## src/design/jff_pkg.sv

```systemverilog
package jff_pkg;

  typedef enum logic [1:0] {
    MODE_START = 2'd0,
    MODE_BYTE  = 2'd1,
    MODE_END   = 2'd2,
    MODE_READ  = 2'd3
  } mode_t;

  typedef enum logic [1:0] {
    STAT_LOADING = 2'd0,
    STAT_DONE    = 2'd1,
    STAT_ERROR   = 2'd2
  } stat_t;

  typedef enum logic [3:0] {
    PH_SEEK_STAR   = 4'd0,
    PH_COMMAND     = 4'd1,
    PH_SKIP_Q      = 4'd2,
    PH_SWALLOW     = 4'd3,
    PH_DEV_DIGITS  = 4'd4,
    PH_ADDR_DIGITS = 4'd5,
    PH_FUSE_LIST   = 4'd6,
    PH_DONE        = 4'd7,
    PH_FAILED      = 4'd8
  } phase_t;

  typedef enum logic [1:0] {
    CS_CLEAR = 2'd0,
    CS_IDLE  = 2'd1,
    CS_READ  = 2'd2
  } ctrl_state_t;

  typedef struct packed {
    logic take;
    logic clr_wr;
    logic rd_load;
  } ctrl_cmd_t;

  typedef struct packed {
    logic clr_last;
    logic out_busy;
  } dp_stat_t;

  localparam logic [1:0] FV_INTACT = 2'd0;
  localparam logic [1:0] FV_EMPTY  = 2'd2;

  localparam logic [13:0] FUSES_SMALL = 14'd2048;
  localparam logic [13:0] FUSES_LARGE = 14'd3200;
  localparam logic [13:0] ADDR_MAX    = 14'h3FFF;

  localparam logic [7:0] CH_STAR = 8'h2A;
  localparam logic [7:0] CH_Q    = 8'h51;
  localparam logic [7:0] CH_G    = 8'h47;
  localparam logic [7:0] CH_F    = 8'h46;
  localparam logic [7:0] CH_C    = 8'h43;
  localparam logic [7:0] CH_ETX  = 8'h03;
  localparam logic [7:0] CH_D    = 8'h44;
  localparam logic [7:0] CH_L    = 8'h4C;
  localparam logic [7:0] CH_ZERO = 8'h30;
  localparam logic [7:0] CH_ONE  = 8'h31;
  localparam logic [7:0] CH_NINE = 8'h39;
  localparam logic [7:0] CH_SP   = 8'h20;
  localparam logic [7:0] CH_TAB  = 8'h09;
  localparam logic [7:0] CH_CR   = 8'h0D;

  function automatic logic is_space(input logic [7:0] c);
    return (c == CH_SP) || (c >= CH_TAB && c <= CH_CR);
  endfunction

  function automatic logic [3:0] digit_of(input logic [7:0] c);
    logic [7:0] d;
    d = c - CH_ZERO;
    return (c >= CH_ZERO && c <= CH_NINE) ? d[3:0] : 4'd0;
  endfunction

  function automatic logic [1:0] status_of(input phase_t p);
    return (p == PH_DONE) ? STAT_DONE : ((p == PH_FAILED) ? STAT_ERROR : STAT_LOADING);
  endfunction

endpackage

```

## src/design/jff_ctrl.sv

```systemverilog
module jff_ctrl (
  input  logic               clk,
  input  logic               rst_n,
  input  logic               in_valid,
  input  logic [1:0]         in_mode,
  output logic               in_stall,
  input  jff_pkg::dp_stat_t  st,
  output jff_pkg::ctrl_cmd_t cmd
);
  import jff_pkg::*;

  ctrl_state_t state_r, state_nxt;

  always_ff @(posedge clk) begin
    if (!rst_n) begin
      state_r <= CS_CLEAR;
    end else begin
      state_r <= state_nxt;
    end
  end

  always_comb begin
    state_nxt = state_r;
    cmd       = '0;
    in_stall  = (state_r != CS_IDLE) || st.out_busy;
    case (state_r)
      CS_CLEAR: begin
        cmd.clr_wr = 1'b1;
        if (st.clr_last) state_nxt = CS_IDLE;
      end
      CS_IDLE: begin
        if (in_valid && !in_stall) begin
          cmd.take = 1'b1;
          if (in_mode == MODE_START) state_nxt = CS_CLEAR;
          else if (in_mode == MODE_READ) state_nxt = CS_READ;
        end
      end
      CS_READ: begin
        cmd.rd_load = 1'b1;
        state_nxt   = CS_IDLE;
      end
      default: begin
        state_nxt = CS_IDLE;
      end
    endcase
  end

endmodule

```

## config.mk

```make
export PLATFORM = sky130hd
export DESIGN_NAME = jff_ctrl
export DESIGN_NICKNAME = d
export VERILOG_FILES = /design/src/design/jff_pkg.sv /design/src/design/jff_ctrl.sv
export SDC_FILE = /design/constraint.sdc
export NUM_CORES = 1
export LEC_CHECK = 0
export BUFFER_PORTS_ARGS = -buffer_cell sky130_fd_sc_hd__buf_2
export CORE_AREA = 2 2 39 41
export DETAILED_ROUTE_END_ITERATION = 16
export DIE_AREA = 0 0 41 43
export SLEW_MARGIN = 20
export SYNTH_ARGS = -nofsm -noshare
export SYNTH_HDL_FRONTEND = slang
export SYNTH_SLANG_ARGS = --single-unit
```

## constraint.sdc

```tcl
create_clock -name clk -period 0.9 [get_ports clk]
set_input_delay 0.09 -clock clk [delete_from_list [all_inputs] [get_ports clk]]
set_output_delay 0.09 -clock clk [all_outputs]
set_load 0.05 [all_outputs]
```

* Yosys cells after proc, flatten, opt, wreduce, memory -nomap -nowiden
Cells that the tools add are included.
** Cells by class
- Equal/unequal tests :: 7
- Multiplexer cells :: 9
- Reduce and logical (&&, ||, !) cells :: 6
** Operator list (count)
- $mux W2 :: 4
- $eq A2 B2 Y1 const B :: 2
- $logic_not A2 Y1 :: 2
- $mux W1 :: 4
- $ne A2 B2 Y1 const B :: 2
- $pmux W2 S2 :: 1
- $ne A3 B3 Y1 const B :: 1
- $reduce_and A3 Y1 :: 1
- $eq A2 B1 Y1 const B :: 1
- $ne A2 B1 Y1 const B :: 1
- $logic_and A1 B1 Y1 :: 1
- $logic_not A1 Y1 :: 1
- $logic_or A1 B1 Y1 :: 1
** Storage, ports and cells
- Flip-flop bits (word level) :: 2
- Bits of input ports :: 7
- Output and inout port bits :: 4
- Word-level logic and storage cells :: 23

* Logic depth before layout (Yosys ltp)
Gate-level depths: netlist (run 1).
- Depth after elaboration :: 6
- Mapped depth :: 4
- Depth with buffers taken out :: 4

* Worst setup path before layout (run 1)
OpenSTA, ideal clock, no wires.
- Kind :: flip-flop to output port
- From :: register state_r[1]
- To :: output port cmd[1] (netlist bit)
- Arrival :: 0.982 ns
- Data required time :: 0.810 ns
- Path slack :: -0.172 ns
- Cell stages (with the launch flop) :: 2
- Buffers on the path :: 0
- Path through :: dfxtp_1 -> nor2_1
** RTL lines
- start, declared :: line jff_ctrl.sv:12 : ctrl_state_t state_r, state_nxt;
- start signal, assigned :: line jff_ctrl.sv:18 : state_r <= state_nxt;
- end, declared :: line jff_ctrl.sv:8 : output jff_pkg::ctrl_cmd_t cmd

* Final worst setup path (run 1)
- From :: register state_r[0]
- To :: output port in_stall
** Between the ends
- Word-level cells in the longest chain between the ends :: 2
** Ends and longest elaborated chain
- $ne A2 B1 Y1 :: line jff_ctrl.sv:25 : in_stall = (state_r != CS_IDLE) || st.out_busy;
- $logic_or A1 B1 Y1 :: line jff_ctrl.sv:25
- end, declared :: line jff_ctrl.sv:6 : output logic in_stall,
Every way passes these cells.

==> run metrics, run 1 <==
Die ar.=1760 um2; net count of the mapped netlist=22; last weighted congestion value of the routability-driven placer=roughly 0.58; met1 usage=0.0190; Worst Path Required=~0.8 ns; worst hold path type=input pin to flip-flop; global route overflow=0; Period Utilization, post-route=1.31; DP HPWL=280 um; Hold Crit Depth=3; highest achievable clock rate=between 800 and 900 MHz; n_diodes=0; type of destination of the critical path=output port; number of warnings reported in the yosys synthesis log=0; transition time at the pin with the least slew margin=0.230 ns; synth unique cells=11; final sum of negative setup slack=-0.848 ns; worst-case clock buffer depth=2; count of H-tree levels built during CTS=1; RR Endpoint=state_r[1]; Initial Utilization=0.0958; final core occ=0.226; detailed-route vias per instance=around 3.6; Mapped Cells=14; number of flip-flops in the largest register=2; Clock Latency Late Sink=approximately 0.21 ns; count of vias placed by the detailed router=170; pins over their slew limit=0; Std-Cell Core Area=1380 um2; most common cell after layout, fill and taps aside=sky130_fd_sc_hd__buf_2; number of global-route vias before repair=~180; DRT iter0 DRCs=0; I/O Buffers=10; combined global-route utilization of all metal layers=0.0530; number of placement rows=14; post-DR wirelength/cell=about 8.7 um; CTS root buffer=sky130_fd_sc_hd__clkbuf_4; I/O pin count=11; worst clock skew on the final layout=0.000377 ns; Critical Setup Path Class=flip-flop to output port; Most Crowded Layer GR=met2; die boundary height=about 43 um; average size of a mapped cell=~9.5 um2; kind of cell adding the most delay to the critical path=simple AND/OR/NAND/NOR gates; total length of routed wires=~410 um; worst endpoint data arrival time=1.09 ns; TritonCTS Sinks=2; fraction of final layout cells with drive strength greater than 1=0.839; Crit Path Max Fanout=4; total power consumption of the routed design=0.397 mW; met3 demand-to-capacity share in global routing=0.0314; final-stage net count=between 40 and 50; VDD IR-drop max=roughly 240 uV; flop-to-flop setup slack=-0.05 ns; smallest setup slack after layout=-0.276 ns; DRC violations left=0; worst reg2reg path depth=3; number of setup violations in the final report=6; Pwr per Cell Area=roughly 1300 nW/um2; violations in the final reports=setup timing; cell with the biggest individual delay on the critical path=sky130_fd_sc_hd__or3b_4; register name with the most flops=state_r; die outline width=around 41 um; worst path buffer plus inverter count=1; number of detailed-routing iterations run before antenna repair=1; worst hold endpoint=state_r[0]; hold_buf cts=0; worst slew margin relative to its limit=0.846; Cell Area, Synth=approximately 130 um2; delay contributed by the slowest stage of the critical path=approximately 0.38 ns; TritonCTS Buffers=3; clock-pin slew reported for the worst setup and hold paths after clock tree synthesis=roughly 0.030 ns; setup repair after global routing missed its margin=true; startpoint type of the worst setup path=flip-flop; leading cell types in the layout, fill and taps excluded=sky130_fd_sc_hd__buf_2 (6), sky130_fd_sc_hd__buf_6 (5), sky130_fd_sc_hd__inv_1 (3), sky130_fd_sc_hd__clkbuf_4 (3); cells traversed along the worst timing path=or3b_4 > buf_6; post-layout minimum cycle time=around 1.2 ns; post-synthesis sequential area ratio=0.302; fill cell total of the finished layout=160; result of the run=finished with violations; flop and latch count out of synthesis=2; initial antenna violation count=0; startpoint of the tightest hold check path=rst_n; final antenna-violating net count=0; TritonCTS clock tree=done; wire length of the first global-routing pass=about 570 um; met2 track demand over resource=0.100; largest net degree at the start of global routing=5; max-cap violations=0; layout-stage area growth over the synthesis result=136%; top flop regs=state_r x2; count of final hold-check violations=0; leakage=0.158 nW; launching point of the worst reg2reg path=state_r[1]
worst register-to-register path: stages, from the launching register on:
cell                       delay [ns]
sky130_fd_sc_hd__dfxtp_2         0.34
sky130_fd_sc_hd__buf_6           0.12
sky130_fd_sc_hd__and4bb_2        0.21
sky130_fd_sc_hd__and3_1          0.17
layer usage:
metal / share of wire / wire [um] / vias to the layer above
li1: - / - / 84
met1: 0.24 / 98 / 78
met2: 0.69 / 281 / 8
met3: 0.071 / 29 / 0
met4: 0 / 0 / 0
met5: 0 / 0 / -
cells in the mapped netlist (all sizes together):
cell | number | area [um2]
or3b | 1 | 8.76
a21oi | 1 | 5.00
nor2 | 1 | 3.75
and2b | 1 | 8.76
inv | 3 | 11.3
and3 | 1 | 6.26
and4bb | 2 | 28.8
ha | 1 | 12.5
dfxtp | 2 | 40.0
o31ai | 1 | 7.51
cells by family (layout without fill, tap and decap cells):
family | Yosys count | in the layout | synth area share
compound gates | 2 | 2 | 0.0943
flops | 2 | 2 | 0.302
fa+ha+maj | 1 | 1 | 0.0943
simple gates | 6 | 6 | 0.425
buf+inv | 3 | 20 | 0.0849
power by group:
group | total, mW | internal [mW] | switching (mW)
logic | 0.112 | 0.0555 | 0.0566
clock network | 0.187 | 0.146 | 0.0407
registers | 0.0976 | 0.0941 | 0.00357
how the worst max path moves through the flow:
stage	from	end	cells after the start
final	state_r[0]	in_stall	2
after global routing	state_r[0]	in_stall	2
after CTS	state_r[0]	in_stall	2
after detailed placement	state_r[0]	in_stall	2
after global placement	state_r[0]	in_stall	2
after floorplan	state_r[1]	state_r[1]	2
final cells by class:
class / count / area, um2 / share of cell area
inverters: 3 / 11.3 / 0.0360
flip-flops and latches: 2 / 42.5 / 0.136
multi-input cells: 9 / 100 / 0.320
clock buffers: 3 / 22.5 / 0.0720
well taps: 16 / 20.0 / 0.0640
repair buffers: 14 / 116 / 0.372
what timing repair did:
item	in CTS	in global routing
gates resized for setup	11	3
setup buffers	0	1
endpoints found under the setup margin	5	6
per-stage QoR:
stage / area, um2 / setup slack (ns) / hold WS (ns) / std cells
after floorplan: 140 / -0.0779 / 0.212 / 14
after global placement: 240 / -0.0813 / 0.343 / 44
after detailed placement: 240 / -0.0926 / 0.339 / 44
after CTS: 300 / -0.283 / 0.115 / 47
after global routing: 313 / -0.312 / 0.127 / 47
final: 313 / -0.276 / 0.128 / 47
No activity file was read; power rests on OpenSTA's default activity.
==> run 2: changes to the inputs <==
--- a/config.mk
+++ b/config.mk
@@ -9,6 +9,7 @@
 export CORE_AREA = 2 2 39 41
 export DETAILED_ROUTE_END_ITERATION = 16
 export DIE_AREA = 0 0 41 43
+export SETUP_SLACK_MARGIN = 0.15
 export SLEW_MARGIN = 20
 export SYNTH_ARGS = -nofsm -noshare
 export SYNTH_HDL_FRONTEND = slang
==> constraint.sdc (replaced) <==
create_clock -name clk -period 1.5 [get_ports clk]
set_input_delay 0.15 -clock clk [delete_from_list [all_inputs] [get_ports clk]]
set_output_delay 0.15 -clock clk [all_outputs]
set_load 0.05 [all_outputs]
==> run 2 against run 1 <==
The flow now finishes without violations. Combinational power shrank 61%. Non-clock buffer count decreased by 4. Setup slack better by 0.48 ns. Largest power group unchanged. Highest routed layer unchanged. First-iteration DRC count did not move. Sequential cell count stayed put. Hold slack improved by 0.040 ns. Critical path type unchanged. Sequential power down 39%. Register-to-register slack better by 0.65 ns.
==> run metrics, run 2 (same netlist as run 1, synthesis figures left out) <==
cells traversed along the worst timing path=and4bb_4 > buf_2; largest net degree at the start of global routing=7; placed instance count=40; die boundary height=about 43 um; number of placement rows=14; TritonCTS clock tree=done; Std-Cell Core Area=1380 um2; Clock Latency Late Sink=around 0.22 ns; final core occ=0.165; count of H-tree levels built during CTS=1; die outline width=about 41 um; leakage=0.125 nW; fill cell total of the finished layout=between 150 and 200; worst hold endpoint=state_r[0]; top flop regs=state_r x2; flop-to-flop setup slack=0.60 ns; startpoint of the tightest hold check path=rst_n; result of the run=finished, final reports clean; DRC violations left=0; detailed-route vias per instance=3.40; TritonCTS Buffers=3; leading cell types in the layout, fill and taps excluded=sky130_fd_sc_hd__buf_2 (9), sky130_fd_sc_hd__inv_1 (3), sky130_fd_sc_hd__clkbuf_4 (3); kind of cell adding the most delay to the critical path=flip-flops; DRT iter0 DRCs=0; worst clock skew on the final layout=between 0.0015 and 0.002 ns; RR Endpoint=state_r[1]; global route overflow=0; Setup Fix Bufs, Post-CTS=0; highest achievable clock rate=about 770 MHz; final-stage net count=37; I/O Buffers=10; startpoint type of the worst setup path=flip-flop; layout-stage area growth over the synthesis result=72.6%; number of setup violations in the final report=0; pins over their slew limit=0; I/O pin count=11; Worst Path Required=~1.4 ns; wire length of the first global-routing pass=between 400 and 500 um; type of destination of the critical path=output port; worst-case clock buffer depth=2; post-DR wirelength/cell=slightly below 8 um; Initial Utilization=0.0958; number of global-route vias before repair=about 120; post-layout minimum cycle time=roughly 1.3 ns; most common cell after layout, fill and taps aside=sky130_fd_sc_hd__buf_2; VDD IR-drop max=roughly 130 uV; worst reg2reg path depth=2; n_diodes=0; number of detailed-routing iterations run before antenna repair=1; launching point of the worst reg2reg path=state_r[1]; cell with the biggest individual delay on the critical path=sky130_fd_sc_hd__dfxtp_1; smallest setup slack after layout=about 0.21 ns; Die ar.=about 1800 um2; worst endpoint data arrival time=approximately 1.1 ns; register name with the most flops=state_r; worst path buffer plus inverter count=1; max-cap violations=0; Hold Crit Depth=3; initial antenna violation count=0; setup repair after global routing missed its margin=false; Pwr per Cell Area=roughly 980 nW/um2; number of flip-flops in the largest register=2; count of vias placed by the detailed router=roughly 150; CTS root buffer=sky130_fd_sc_hd__clkbuf_4; Critical Setup Path Class=flip-flop to output port; total length of routed wires=between 300 and 400 um; delay contributed by the slowest stage of the critical path=~0.33 ns; Post-Layout Cell Count=43; combined global-route utilization of all metal layers=0.0541; Period Utilization, post-route=0.861; Crit Path Max Fanout=6; final antenna-violating net count=0; last weighted congestion value of the routability-driven placer=around 0.55; total area of sequential cells=41.3 um2; transition time at the pin with the least slew margin=roughly 0.25 ns; DP HPWL=~250 um; worst hold path type=input pin to flip-flop; Levels on crit path=2; fraction of final layout cells with drive strength greater than 1=0.630; TritonCTS Sinks=2; count of final hold-check violations=0; area of the multi-input gates=81.3 um2; setup slack after placement=a little over 0.4 ns; final sum of negative setup slack=0 ns; worst slew margin relative to its limit=0.833; clock-pin slew reported for the worst setup and hold paths after clock tree synthesis=~0.030 ns; worst hold slack=between 0.15 and 0.2 ns
## run 2: cell type report
| type | instances | share of cell area |
|---|---|---|
| clock buffers | 3 | 0.0984 |
| inverters | 3 | 0.0492 |
| multi-input cells | 9 | 0.355 |
| flip-flops and latches | 2 | 0.180 |
| well taps | 16 | 0.0874 |
| repair buffers | 10 | 0.230 |
## run 2: metal layers
metal / GRT usage / routed length [um] / vias up
met5: 0 / 0 / -
met4: 0.120 / 0 / 0
met3: 0.0471 / 33 / 0
met2: 0.0594 / 189 / 6
met1: 0.0256 / 116 / 63
li1: - / - / 77
## run 2: worst reg2reg max path: stages, from the launching register on
cell and delay [ns]:
sky130_fd_sc_hd__dfxtp_1 0.38, sky130_fd_sc_hd__and4bb_2 0.24, sky130_fd_sc_hd__and3_1 0.17
## run 2: what timing repair did
| action | CTS | global route |
|---|---|---|
| endpoints found under the hold margin | 0 | 0 |
| hold buffers | 0 | 0 |
| resized for setup | 0 | 3 |
| setup endpoints to repair | 0 | 1 |
## run 2: power by group
part           switching, mW  internal [mW]
registers            0.00312         0.0564
clock network         0.0325         0.0885
logic                 0.0266         0.0175
total                 0.0622          0.162
## run 2: per-stage QoR
stage,power (mW),area [um2]
floorplan,0.0884,133
global placement,0.102,203
detailed placement,0.103,203
CTS,0.233,225
global route,0.249,229
finish,0.225,229
## run 2: how the worst max path moves through the flow
stage	startpoint	endpoint	slack [ns]
after floorplan	state_r[1]	cmd[1]	0.37
after global placement	state_r[0]	in_stall	0.43
after detailed placement	state_r[0]	in_stall	0.41
after CTS	state_r[0]	in_stall	0.16
after global routing	state_r[1]	in_stall	0.16
final	state_r[1]	cmd[2]	0.21
==> run 3: changes to the inputs <==
--- a/config.mk
+++ b/config.mk
@@ -9,6 +9,7 @@
 export CORE_AREA = 2 2 39 41
 export DETAILED_ROUTE_END_ITERATION = 16
 export DIE_AREA = 0 0 41 43
+export PLACE_DENSITY = 0.37
 export SETUP_SLACK_MARGIN = 0.15
 export SLEW_MARGIN = 20
 export SYNTH_ARGS = -nofsm -noshare
==> run 3 against run 2 <==
Core utilization unchanged. Maximum frequency increased by 0.50%. Register-to-register slack about the same.
==> run metrics, run 3 (same netlist as run 1, synthesis figures left out) <==
count of vias placed by the detailed router=roughly 140; smallest setup slack after layout=roughly 0.21 ns; Initial Utilization=0.0958; Crit Path Max Fanout=6; TritonCTS Buffers=3; pins over their slew limit=0; number of flip-flops in the largest register=2; final antenna-violating net count=0; Worst Path Required=1.35 ns; met1 usage=0.0828; worst hold path type=input pin to flip-flop; wire length of the first global-routing pass=roughly 530 um; TritonCTS clock tree=done; most common cell after layout, fill and taps aside=sky130_fd_sc_hd__buf_2; placed instance count=40; DRC violations left=0; max-cap violations=0; DRT iter0 DRCs=3; Period Utilization, post-route=0.857; Pwr per Cell Area=960 nW/um2; met2 track demand over resource=0.0281; leading cell types in the layout, fill and taps excluded=sky130_fd_sc_hd__buf_2 (9), sky130_fd_sc_hd__inv_1 (3), sky130_fd_sc_hd__clkbuf_4 (3); last weighted congestion value of the routability-driven placer=0.606; count of H-tree levels built during CTS=1; worst hold slack=~0.17 ns; register name with the most flops=state_r; total length of routed wires=351 um; number of placement rows=14; result of the run=finished, final reports clean; met3 demand-to-capacity share in global routing=0.0681; hold_buf cts=0; transition time at the pin with the least slew margin=between 0.2 and 0.3 ns; final sum of negative setup slack=0 ns; Clock Latency Late Sink=around 0.22 ns; leakage=0.125 nW; Most Crowded Layer GR=met1; TritonCTS Sinks=2; startpoint type of the worst setup path=flip-flop; post-cts resize count=0; number of setup violations in the final report=0; highest achievable clock rate=between 700 and 800 MHz; count of final hold-check violations=0; flop-to-flop setup slack=between 0.5 and 0.6 ns; worst clock skew on the final layout=a little over 0.002 ns; setup repair after global routing missed its margin=false; Post-Layout Cell Count=43; initial antenna violation count=0; I/O Buffers=10; CTS root buffer=sky130_fd_sc_hd__clkbuf_4; Critical Setup Path Class=flip-flop to output port; Die ar.=roughly 1800 um2; I/O pin count=11; worst slew margin relative to its limit=0.833; post-DR wirelength/cell=approximately 8.2 um; VDD IR-drop max=517 uV; post-layout minimum cycle time=~1.3 ns; detailed-route vias per instance=around 3.1; Setup Fix Bufs, Post-CTS=0; layout-stage area growth over the synthesis result=72.6%; combined global-route utilization of all metal layers=0.0511; die boundary height=43 um; final-stage net count=37; type of destination of the critical path=output port; largest net degree at the start of global routing=7; fraction of final layout cells with drive strength greater than 1=0.630; worst-case clock buffer depth=2; number of detailed-routing iterations run before antenna repair=2; die outline width=around 40 um; number of global-route vias before repair=between 100 and 150; worst endpoint data arrival time=around 1.1 ns; Std-Cell Core Area=between 1000 and 1500 um2; clock-pin slew reported for the worst setup and hold paths after clock tree synthesis=roughly 0.03 ns; top flop regs=state_r x2; global route overflow=0; n_diodes=0; setup slack after placement=0.416 ns
## run 3: cell counts in the layout (fill, tap and decap cells not counted)
Identical to the previous run, type by type.
## run 3: path summary, 6_finish.rpt
kind,start,to,cells after the start
setup / recovery,state_r[1],cmd[2],2
hold / removal,rst_n,state_r[0],3
setup reg to reg,state_r[1],state_r[1],2
hold reg to reg,state_r[0],state_r[0],2
## run 3: metal layers
| metal | wire length, um | vias to the layer above |
|---|---|---|
| met2 | 68 | 11 |
| met3 | 74 | 0 |
| met1 | 208 | 48 |
| met5 | 0 | - |
| li1 | - | 76 |
| met4 | 0 | 0 |
## run 3: layout make-up
type / instances / area (um2)
clock buffers: 3 / 22.5
fillers: 156 / 1150
inverters: 3 / 11.3
multi-input cells: 9 / 81.3
flip-flops and latches: 2 / 41.3
well taps: 16 / 20.0
repair buffers: 10 / 52.6
## run 3: metrics by stage
step	utilization	power [mW]	instance area, um2
after global routing	0.165	0.244	229
after global placement	0.146	0.104	203
after floorplan	-	0.0884	133
after CTS	0.163	0.226	225
after detailed placement	0.146	0.103	203
final	0.165	0.220	229
## run 3: power breakdown
| part | leakage, nW | internal (mW) | switching (mW) | total, mW |
|---|---|---|---|---|
| registers | 0.0166 | 0.0564 | 0.00273 | 0.0592 |
| logic | 0.0944 | 0.0177 | 0.0277 | 0.0454 |
| clock network | 0.0138 | 0.0880 | 0.0272 | 0.115 |
## run 3: critical path: stages (launching register included)
cell                       delay (ns)
sky130_fd_sc_hd__dfxtp_1         0.33
sky130_fd_sc_hd__and4bb_4        0.32
sky130_fd_sc_hd__buf_2           0.26
